### src/hw/rtl/cbel_pkg.sv
// ----------------------------------------------------------------------------
// cbel_pkg
// Shared types and constants for the cubic Bezier evaluator and length unit.
// ----------------------------------------------------------------------------
package cbel_pkg;

   localparam int NUM_POINTS   = 4;
   localparam int COORD_BITS   = 16;
   localparam int REG_BITS     = 48;

   localparam logic [6:0]  MAX_SEGMENTS = 7'd100;
   localparam logic [16:0] T_ONE        = 17'd65536;
   localparam logic [18:0] LEN_MAX      = 19'd524287;

   localparam logic CMD_EVAL   = 1'b0;
   localparam logic CMD_LENGTH = 1'b1;

   // multiplier sequence steps
   localparam logic [4:0] MS_TT        = 5'd0;
   localparam logic [4:0] MS_BB        = 5'd1;
   localparam logic [4:0] MS_W0        = 5'd2;
   localparam logic [4:0] MS_W1        = 5'd3;
   localparam logic [4:0] MS_W2        = 5'd4;
   localparam logic [4:0] MS_W3        = 5'd5;
   localparam logic [4:0] MS_DOT_FIRST = 5'd6;
   localparam logic [4:0] MS_DOT_LAST  = 5'd17;
   localparam logic [4:0] MS_SQ_FIRST  = 5'd18;
   localparam logic [4:0] MS_SQ_LAST   = 5'd20;

   localparam logic [4:0] DIV_LAST = 5'd22;

   typedef enum logic [2:0] {
      ST_IDLE,
      ST_DIVIDE,
      ST_MULTIPLY,
      ST_SQRT,
      ST_ACCUM
   } state_type;

endpackage

### src/hw/rtl/cubic_bezier_eval_and_length.sv
// ----------------------------------------------------------------------------
// cubic_bezier_eval_and_length
// Evaluates a cubic Bezier point at t, or refines a polyline arc length.
//
//   channel   ports                         handshake
//   request   req_command, req_param_t      start & !busy
//   response  rsp_point_*, rsp_curve_length, rsp_valid, one cycle
//             rsp_step_limit_hit, rsp_steps_used
//   config    csr_write_enable/index/wdata  csr_write_enable
//
// Evaluate forms 18 products on one shared 36x18 multiplier. Length
// runs, for each sample point, a divider for t, 18 products, 3 squares and
// a square root, summed over n+1 points for each pass n, up to 100 passes.
// Reset is synchronous and clears control state and control points.
// The response cannot be stalled; busy is high until it is issued.
// ----------------------------------------------------------------------------
module cubic_bezier_eval_and_length
   import cbel_pkg::*;
(
   input  logic               clock,
   input  logic               reset,
   input  logic               start,
   output logic               busy,
   input  logic               req_command,
   input  logic [16:0]        req_param_t,
   input  logic               csr_write_enable,
   input  logic [2:0]         csr_index,
   input  logic [47:0]        csr_wdata,
   output logic               rsp_valid,
   output logic signed [15:0] rsp_point_x,
   output logic signed [15:0] rsp_point_y,
   output logic signed [15:0] rsp_point_z,
   output logic [18:0]        rsp_curve_length,
   output logic               rsp_step_limit_hit,
   output logic [6:0]         rsp_steps_used
);

   state_type state_ff, state_in;

   logic [REG_BITS-1:0] pts_ff [NUM_POINTS];

   logic               cmd_ff, cmd_in;
   logic [16:0]        t_ff, t_in;
   logic [6:0]         n_ff, n_in;
   logic [6:0]         i_ff, i_in;
   logic [18:0]        guess_ff, guess_in;
   logic [18:0]        sum_ff, sum_in;
   logic [4:0]         cnt_ff, cnt_in;
   logic [4:0]         mstep_ff, mstep_in;
   logic               phase_ff, phase_in;
   logic signed [53:0] prod_ff, prod_in;
   logic [33:0]        tt_ff, tt_in;
   logic [33:0]        bb_ff, bb_in;
   logic [32:0]        wq_ff [NUM_POINTS];
   logic [32:0]        wq_in [NUM_POINTS];
   logic signed [51:0] acc_ff, acc_in;
   logic signed [17:0] p_ff [3];
   logic signed [17:0] p_in [3];
   logic signed [17:0] prev_ff [3];
   logic signed [17:0] prev_in [3];
   logic [34:0]        sq_ff, sq_in;
   logic [22:0]        num_ff, num_in;
   logic [6:0]         rem_ff, rem_in;
   logic [34:0]        sv_ff, sv_in;
   logic [35:0]        sr_ff, sr_in;
   logic [34:0]        sbit_ff, sbit_in;

   logic               rsp_valid_ff, rsp_valid_in;
   logic signed [15:0] rsp_x_ff, rsp_x_in;
   logic signed [15:0] rsp_y_ff, rsp_y_in;
   logic signed [15:0] rsp_z_ff, rsp_z_in;
   logic [18:0]        rsp_len_ff, rsp_len_in;
   logic               rsp_lim_ff, rsp_lim_in;
   logic [6:0]         rsp_steps_ff, rsp_steps_in;

   logic [16:0]        bv;
   logic signed [35:0] mul_a;
   logic signed [17:0] mul_b;
   logic [3:0]         dot_j;
   logic [1:0]         widx;
   logic [1:0]         kidx;
   logic [1:0]         sqk;
   logic [15:0]        coord;
   logic signed [17:0] dd [3];
   logic [49:0]        w_base;
   logic [49:0]        w_round;
   logic signed [51:0] acc_sum;
   logic [51:0]        acc_abs;
   logic [51:0]        acc_rnd;
   logic [17:0]        acc_mag;
   logic signed [17:0] coord_new;
   logic [7:0]         rem_sh;
   logic               qbit;
   logic [35:0]        sr_try;
   logic [17:0]        sq_root;
   logic [19:0]        sum_wide;
   logic [18:0]        sum_sat;
   logic signed [19:0] gain;
   logic signed [26:0] gain100;
   logic               stop_pass;

   function automatic logic signed [15:0] sat16(input logic signed [17:0] v);
      logic signed [15:0] r;
      if (v > 18'sd32767) begin
         r = 16'sh7FFF;
      end else if (v < -18'sd32768) begin
         r = 16'sh8000;
      end else begin
         r = v[15:0];
      end
      return r;
   endfunction

   assign busy = (state_ff != ST_IDLE);

   // shared multiplier operands
   always_comb begin
      bv    = T_ONE - t_ff;
      dot_j = 4'(mstep_ff - MS_DOT_FIRST);
      widx  = dot_j[1:0];
      kidx  = dot_j[3:2];
      sqk   = 2'(mstep_ff - MS_SQ_FIRST);
      coord = pts_ff[widx][kidx*COORD_BITS +: COORD_BITS];
      for (int k = 0; k < 3; k++) begin
         dd[k] = p_ff[k] - prev_ff[k];
      end
      mul_a = '0;
      mul_b = '0;
      case (mstep_ff) inside
         MS_TT: begin
            mul_a = $signed({19'd0, t_ff});
            mul_b = $signed({1'b0, t_ff});
         end
         MS_BB: begin
            mul_a = $signed({19'd0, bv});
            mul_b = $signed({1'b0, bv});
         end
         MS_W0: begin
            mul_a = $signed({2'd0, tt_ff});
            mul_b = $signed({1'b0, t_ff});
         end
         MS_W1: begin
            mul_a = $signed({2'd0, tt_ff});
            mul_b = $signed({1'b0, bv});
         end
         MS_W2: begin
            mul_a = $signed({2'd0, bb_ff});
            mul_b = $signed({1'b0, t_ff});
         end
         MS_W3: begin
            mul_a = $signed({2'd0, bb_ff});
            mul_b = $signed({1'b0, bv});
         end
         [MS_DOT_FIRST:MS_DOT_LAST]: begin
            mul_a = $signed({3'd0, wq_ff[widx]});
            mul_b = $signed({{2{coord[15]}}, coord});
         end
         [MS_SQ_FIRST:MS_SQ_LAST]: begin
            mul_a = $signed({{18{dd[sqk][17]}}, dd[sqk]});
            mul_b = dd[sqk];
         end
         default: begin
            mul_a = '0;
            mul_b = '0;
         end
      endcase
      prod_in = mul_a * mul_b;
   end

   // datapath helpers
   always_comb begin
      if (mstep_ff == MS_W1 || mstep_ff == MS_W2) begin
         w_base = {prod_ff[48:0], 1'b0} + {1'b0, prod_ff[48:0]};
      end else begin
         w_base = {1'b0, prod_ff[48:0]};
      end
      w_round = w_base + 50'd32768;

      acc_sum = acc_ff + 52'(prod_ff);
      acc_abs = acc_sum[51] ? 52'(-acc_sum) : 52'(acc_sum);
      acc_rnd = acc_abs + 52'h0_0000_8000_0000;
      acc_mag = acc_rnd[49:32];
      coord_new = acc_sum[51] ? -$signed(acc_mag) : $signed(acc_mag);

      rem_sh = {rem_ff, num_ff[22]};
      qbit   = (rem_sh >= {1'b0, n_ff});

      sr_try  = sr_ff + {1'b0, sbit_ff};
      sq_root = sr_ff[17:0] + 18'({17'd0, ({1'b0, sv_ff} > sr_ff)});

      sum_wide = {1'b0, sum_ff} + {2'd0, sq_root};
      sum_sat  = (sum_wide > {1'b0, LEN_MAX}) ? LEN_MAX : sum_wide[18:0];
      gain     = $signed({1'b0, sum_sat}) - $signed({1'b0, guess_ff});
      gain100  = 27'(gain) * 27'sd100;
      stop_pass = (sum_sat == guess_ff) ||
                  ((guess_ff != '0) && (gain100 < $signed({8'd0, guess_ff})));
   end

   // sequencer
   always_comb begin
      state_in     = state_ff;
      cmd_in       = cmd_ff;
      t_in         = t_ff;
      n_in         = n_ff;
      i_in         = i_ff;
      guess_in     = guess_ff;
      sum_in       = sum_ff;
      cnt_in       = cnt_ff;
      mstep_in     = mstep_ff;
      phase_in     = phase_ff;
      tt_in        = tt_ff;
      bb_in        = bb_ff;
      wq_in        = wq_ff;
      acc_in       = acc_ff;
      p_in         = p_ff;
      prev_in      = prev_ff;
      sq_in        = sq_ff;
      num_in       = num_ff;
      rem_in       = rem_ff;
      sv_in        = sv_ff;
      sr_in        = sr_ff;
      sbit_in      = sbit_ff;
      rsp_valid_in = 1'b0;
      rsp_x_in     = rsp_x_ff;
      rsp_y_in     = rsp_y_ff;
      rsp_z_in     = rsp_z_ff;
      rsp_len_in   = rsp_len_ff;
      rsp_lim_in   = rsp_lim_ff;
      rsp_steps_in = rsp_steps_ff;

      unique case (state_ff)
         ST_IDLE: begin
            if (start) begin
               cmd_in = req_command;
               if (req_command == CMD_EVAL) begin
                  t_in     = (req_param_t > T_ONE) ? T_ONE : req_param_t;
                  mstep_in = MS_TT;
                  phase_in = 1'b0;
                  acc_in   = '0;
                  state_in = ST_MULTIPLY;
               end else begin
                  n_in     = 7'd1;
                  i_in     = '0;
                  guess_in = '0;
                  sum_in   = '0;
                  state_in = ST_DIVIDE;
               end
            end
         end

         ST_DIVIDE: begin
            rem_in = qbit ? 7'(rem_sh - {1'b0, n_ff}) : rem_sh[6:0];
            num_in = {num_ff[21:0], qbit};
            cnt_in = cnt_ff + 5'd1;
            if (cnt_ff == DIV_LAST) begin
               t_in     = num_in[16:0];
               mstep_in = MS_TT;
               phase_in = 1'b0;
               acc_in   = '0;
               state_in = ST_MULTIPLY;
            end
         end

         ST_MULTIPLY: begin
            phase_in = ~phase_ff;
            if (phase_ff) begin
               mstep_in = mstep_ff + 5'd1;
               case (mstep_ff) inside
                  MS_TT: tt_in = prod_ff[33:0];
                  MS_BB: bb_in = prod_ff[33:0];
                  [MS_W0:MS_W3]: wq_in[2'(mstep_ff - MS_W0)] = w_round[48:16];
                  [MS_DOT_FIRST:MS_DOT_LAST]: begin
                     if (widx == 2'd3) begin
                        p_in[kidx] = coord_new;
                        acc_in     = '0;
                     end else begin
                        acc_in = acc_sum;
                     end
                  end
                  default: sq_in = sq_ff + prod_ff[34:0];
               endcase
               if (mstep_ff == MS_DOT_LAST) begin
                  if (cmd_ff == CMD_EVAL) begin
                     rsp_valid_in = 1'b1;
                     rsp_x_in     = sat16(p_in[0]);
                     rsp_y_in     = sat16(p_in[1]);
                     rsp_z_in     = sat16(p_in[2]);
                     rsp_len_in   = '0;
                     rsp_lim_in   = 1'b0;
                     rsp_steps_in = '0;
                     state_in     = ST_IDLE;
                  end else if (i_ff == '0) begin
                     prev_in  = p_in;
                     i_in     = 7'd1;
                     state_in = ST_DIVIDE;
                  end else begin
                     sq_in = '0;
                  end
               end
               if (mstep_ff == MS_SQ_LAST) begin
                  sv_in    = sq_ff + prod_ff[34:0];
                  sr_in    = '0;
                  sbit_in  = 35'(1) << 34;
                  state_in = ST_SQRT;
               end
            end
         end

         ST_SQRT: begin
            if ({1'b0, sv_ff} >= sr_try) begin
               sv_in = 35'({1'b0, sv_ff} - sr_try);
               sr_in = (sr_ff >> 1) + {1'b0, sbit_ff};
            end else begin
               sr_in = sr_ff >> 1;
            end
            sbit_in = sbit_ff >> 2;
            if (sbit_ff[0]) begin
               state_in = ST_ACCUM;
            end
         end

         ST_ACCUM: begin
            sum_in  = sum_sat;
            prev_in = p_ff;
            if (i_ff != n_ff) begin
               i_in     = i_ff + 7'd1;
               state_in = ST_DIVIDE;
            end else if (stop_pass || n_ff == MAX_SEGMENTS) begin
               rsp_valid_in = 1'b1;
               rsp_x_in     = '0;
               rsp_y_in     = '0;
               rsp_z_in     = '0;
               rsp_len_in   = sum_sat;
               rsp_lim_in   = ~stop_pass;
               rsp_steps_in = n_ff;
               state_in     = ST_IDLE;
            end else begin
               guess_in = sum_sat;
               sum_in   = '0;
               n_in     = n_ff + 7'd1;
               i_in     = '0;
               state_in = ST_DIVIDE;
            end
         end

         default: state_in = ST_IDLE;
      endcase

      // load the divider for t = round(i * 65536 / n)
      if (state_in == ST_DIVIDE && state_ff != ST_DIVIDE) begin
         num_in = {i_in, 16'd0} + {17'd0, n_in[6:1]};
         rem_in = '0;
         cnt_in = '0;
      end
   end

   always_ff @(posedge clock) begin
      if (reset) begin
         state_ff     <= ST_IDLE;
         rsp_valid_ff <= 1'b0;
         for (int k = 0; k < NUM_POINTS; k++) begin
            pts_ff[k] <= '0;
         end
      end else begin
         state_ff     <= state_in;
         rsp_valid_ff <= rsp_valid_in;
         if (csr_write_enable && csr_index < 3'(NUM_POINTS)) begin
            pts_ff[csr_index[1:0]] <= csr_wdata;
         end
      end
   end

   always_ff @(posedge clock) begin
      cmd_ff       <= cmd_in;
      t_ff         <= t_in;
      n_ff         <= n_in;
      i_ff         <= i_in;
      guess_ff     <= guess_in;
      sum_ff       <= sum_in;
      cnt_ff       <= cnt_in;
      mstep_ff     <= mstep_in;
      phase_ff     <= phase_in;
      prod_ff      <= prod_in;
      tt_ff        <= tt_in;
      bb_ff        <= bb_in;
      wq_ff        <= wq_in;
      acc_ff       <= acc_in;
      p_ff         <= p_in;
      prev_ff      <= prev_in;
      sq_ff        <= sq_in;
      num_ff       <= num_in;
      rem_ff       <= rem_in;
      sv_ff        <= sv_in;
      sr_ff        <= sr_in;
      sbit_ff      <= sbit_in;
      rsp_x_ff     <= rsp_x_in;
      rsp_y_ff     <= rsp_y_in;
      rsp_z_ff     <= rsp_z_in;
      rsp_len_ff   <= rsp_len_in;
      rsp_lim_ff   <= rsp_lim_in;
      rsp_steps_ff <= rsp_steps_in;
   end

   assign rsp_valid          = rsp_valid_ff;
   assign rsp_point_x        = rsp_x_ff;
   assign rsp_point_y        = rsp_y_ff;
   assign rsp_point_z        = rsp_z_ff;
   assign rsp_curve_length   = rsp_len_ff;
   assign rsp_step_limit_hit = rsp_lim_ff;
   assign rsp_steps_used     = rsp_steps_ff;

endmodule

### config.mk
export PLATFORM = sky130hd
export DESIGN_NAME = cubic_bezier_eval_and_length
export DESIGN_NICKNAME = d
export VERILOG_FILES = /design/src/hw/rtl/cbel_pkg.sv /design/src/hw/rtl/cubic_bezier_eval_and_length.sv
export SDC_FILE = /design/constraint.sdc
export NUM_CORES = 2
export LEC_CHECK = 0
export BUFFER_PORTS_ARGS = -buffer_cell sky130_fd_sc_hd__buf_4
export CORE_ASPECT_RATIO = 0.9
export CORE_MARGIN = 2
export CORE_UTILIZATION = 54
export CTS_BUF_LIST = sky130_fd_sc_hd__clkbuf_4 sky130_fd_sc_hd__clkbuf_8 sky130_fd_sc_hd__clkbuf_16
export DETAILED_ROUTE_END_ITERATION = 10
export GPL_TIMING_DRIVEN = 1
export PLACE_DENSITY_LB_ADDON = 0.05
export SYNTH_ARGS = -nofsm -noshare
export SYNTH_HDL_FRONTEND = slang
export SYNTH_SLANG_ARGS = --single-unit
### constraint.sdc
create_clock -name clock -period 26.5 [get_ports clock]
set_input_delay 3.975 -clock clock [delete_from_list [all_inputs] [get_ports clock]]
set_output_delay 3.975 -clock clock [all_outputs]
set_load 0.01 [all_outputs]
==> flow_summary.yaml <==
sta:
  slew_violations: 0
  worst_pin_slew_ns: 1.35
  hold_viol: 0
  setup_viol_count_final: 0
  rsz0062_at_grt: "false"
  timing.fmax_ghz: 0.0626
  fin_setup_tns_ns: 0
  slew_headroom: 0.0929
  finClkSkew_ns: 0.0979
  min_period_ns: 15.97
  fin_crit_sh: 0.603
global_routing:
  grt_pass1_wl_mm: 369
  first_global_vias: 61300
  grt_usage: 0.318
  antenna_found_initial: 6
  overflow: 0
  grt_max_degree: 75
worst_hold_path:
  worst_hold_path_type: "reg -> reg"
  min_from: "rem_ff[6]"
cts:
  root_buffer: "clkbuf_16"
  numCtsBuffers: 103
  insertion_delay_ns: 0.79
  h-tree-depth: 3
  postCtsHoldBufs: 0
  clkSlewWorstSetupHoldPaths_ns: 0.07
  tritoncts: "built"
  cts.sinks: 918
  cts_resized: 0
  postCtsSetupBuffers: 0
  clock_path_buffers: 3
job:
  drv_cap: 0
floorplan:
  placementRows: 133
  die_h_um: 368
  num_io_pins: 150
  die-area_mm2: 0.151
  core_area_mm2: 0.146
  chipWidth_um: 409
  start_util: 0.545
synth:
  async_flop_share: 0
  synth_area_mm2: 0.0797
  syn_area_per_cell_um2: 9.71
  ys_ff_latch: 918
  synth_ff_type: "edfxtp_1"
  synth.yosys.seq_area_share: 0.336
  yosysWarnings: 0
  synth_edf_count: 837
  synth_cell_types: 100
  synth_cells: 8213
  syn_nets: 9466
routing:
  drtPass1Iterations: 6
  first_iter_violations: 5154
  vias_per_cell: 5.93
  route.met3.wl_mm: 17.5
  vias: 61200
  topRoutingLayerUsed: "met5"
  routedWlPerCell_um: 23.1
  drc: 0
  drtAntennaViolNets: 0
  wl_met2_mm: 110
  wl_met1_mm: 101
  drt-total-wl_mm: 238
critical_path:
  cp.required_ns: 26.89
  worstReg2RegStart: "sr_ff[1]"
  cp-start-kind: "flop"
  arrival_ns: 16.36
  worst_path_largest_cell_delay_ns: 1.06
  path_buf_inv: 6
  cp-end-kind: "flop"
  critical_path.slowest_cell: "o21ai_4"
  criticalPathCategory: "reg -> reg"
  cp_top_family: "compound AO/OA/AOI/OAI gates"
  path_max_fanout: 48
  startpoint: "sr_ff[1]"
  worst_path_most_repeated_cell: "o21ai_0"
final_layout:
  drive_gt1_frac: 0.0874
  areaGrowthSynthToFinish_pct: 9.08
  mostFrequentLayoutCells: "nand2_1 (1062), inv_1 (966), edfxtp_1 (837)"
  final_common_cell: "nand2_1"
  fin_nets: 9526
  final_area_mm2: 0.0870
  fillers: 12700
placement:
  portBuffers: 149
  gp_congestion: 0.935
  hpwl_mm: 179
  place_area_mm2: 0.0833
outcome:
  status: "complete, no violations"
-- registers in the layout, indices dropped and copies added, names as in the netlist, 17 cells and up --
name	flops
acc_ff	52
bb_ff	34
guess_ff	19
num_ff	23
p_ff	54
prev_ff	54
prod_ff	52
pts_ff	192
rsp_curve_length	19
sbit_ff	18
sq_ff	35
sr_ff	36
sum_ff	19
sv_ff	35
t_ff	17
tt_ff	34
wq_ff	132
-- routing by layer --
| layer | GRT usage | vias to the layer above |
|---|---|---|
| met1 | 0.438 | 30300 |
| met5 | 0 | - |
| li1 | - | 28300 |
| met3 | 0.0495 | 416 |
| met4 | 0.120 | 6 |
| met2 | 0.509 | 2178 |
-- per-stage QoR --
step / utilization / hold WS [ns] / cells / setup slack [ns]
floorplan: - / 0.433 / 8213 / 8.70
global placement: 0.569 / 0.459 / 10100 / 10.85
detailed placement: 0.569 / 0.465 / 10100 / 10.65
CTS: 0.594 / 0.485 / 10300 / 10.57
global route: 0.594 / 0.505 / 10300 / 8.92
finish: 0.594 / 0.485 / 10300 / 10.53
-- cells in the mapped netlist (11+ instances only) --
cell type  instances  area share
a211o_1           14      0.0015
a211oi_1          86      0.0081
a21boi_0          38      0.0036
a21o_1           121       0.011
a21oi_1          421       0.026
a22o_1            20      0.0022
a22oi_1           12      0.0011
a31o_2            33      0.0036
a31oi_1           79      0.0062
and2_1           287       0.023
and3_1            43      0.0034
and4_1            11      0.0012
buf_1             21     0.00099
clkbuf_1         311       0.015
dfxtp_1           81       0.020
edfxtp_1         837        0.32
fa_1             616        0.15
ha_1             564       0.089
inv_1            968       0.046
mux2_2            39      0.0055
mux2i_1           39      0.0049
mux4_2            81       0.023
nand2_1         1066       0.050
nand2b_1          60      0.0047
nand3_1          124      0.0078
nand3b_1          13      0.0012
nand4_1           58      0.0046
nor2_1           597       0.028
nor2b_1           57      0.0045
nor3_1           185       0.012
nor3b_1           13      0.0012
nor4_1            37      0.0029
o211ai_1          34      0.0032
o21a_1            67      0.0063
o21ai_0          367       0.023
o21ai_1           13     0.00082
o21bai_1          65      0.0061
o22ai_1           22      0.0017
o31a_1            12      0.0013
o31ai_1           33      0.0031
or2_2             22      0.0017
or3_1             57      0.0045
xnor2_1          282       0.031
xor2_1           133       0.015
-- layout make-up --
| type | instances | area (µm²) | share of cell area |
|---|---|---|---|
| diodes | 3 | 7.51 | 0.0000863 |
| clock buffers | 118 | 2700 | 0.0310 |
| clock inverters | 74 | 973 | 0.0112 |
| inverters | 972 | 3650 | 0.0420 |
| multi-input cells | 5981 | 48200 | 0.554 |
| flip-flops and latches | 918 | 26800 | 0.308 |
| well taps | 1957 | 2450 | 0.0282 |
| repair buffers | 297 | 2230 | 0.0256 |
-- logic make-up after synthesis --
group | Yosys count | synth area share
AO/OA/AOI/OAI | 1556 | 0.125
XOR/XNOR | 415 | 0.0456
adder cells (fa/ha/maj) | 1180 | 0.243
buffers and inverters | 1314 | 0.0625
flip-flops | 918 | 0.336
multiplexers | 162 | 0.0340
AND/OR/NAND/NOR | 2668 | 0.154
-- worst paths after layout --
check              endpoint  slack [ns]  cells past startpoint
min reg2reg       rem_ff[6]        0.49                      1
max reg2reg  rsp_point_x[3]       10.53                     70
min               rem_ff[6]        0.49                      1
max          rsp_point_x[3]       10.53                     70
Power is not shown: default switching activity piles up to over one toggle a cycle in this logic, so the estimate is an artifact.
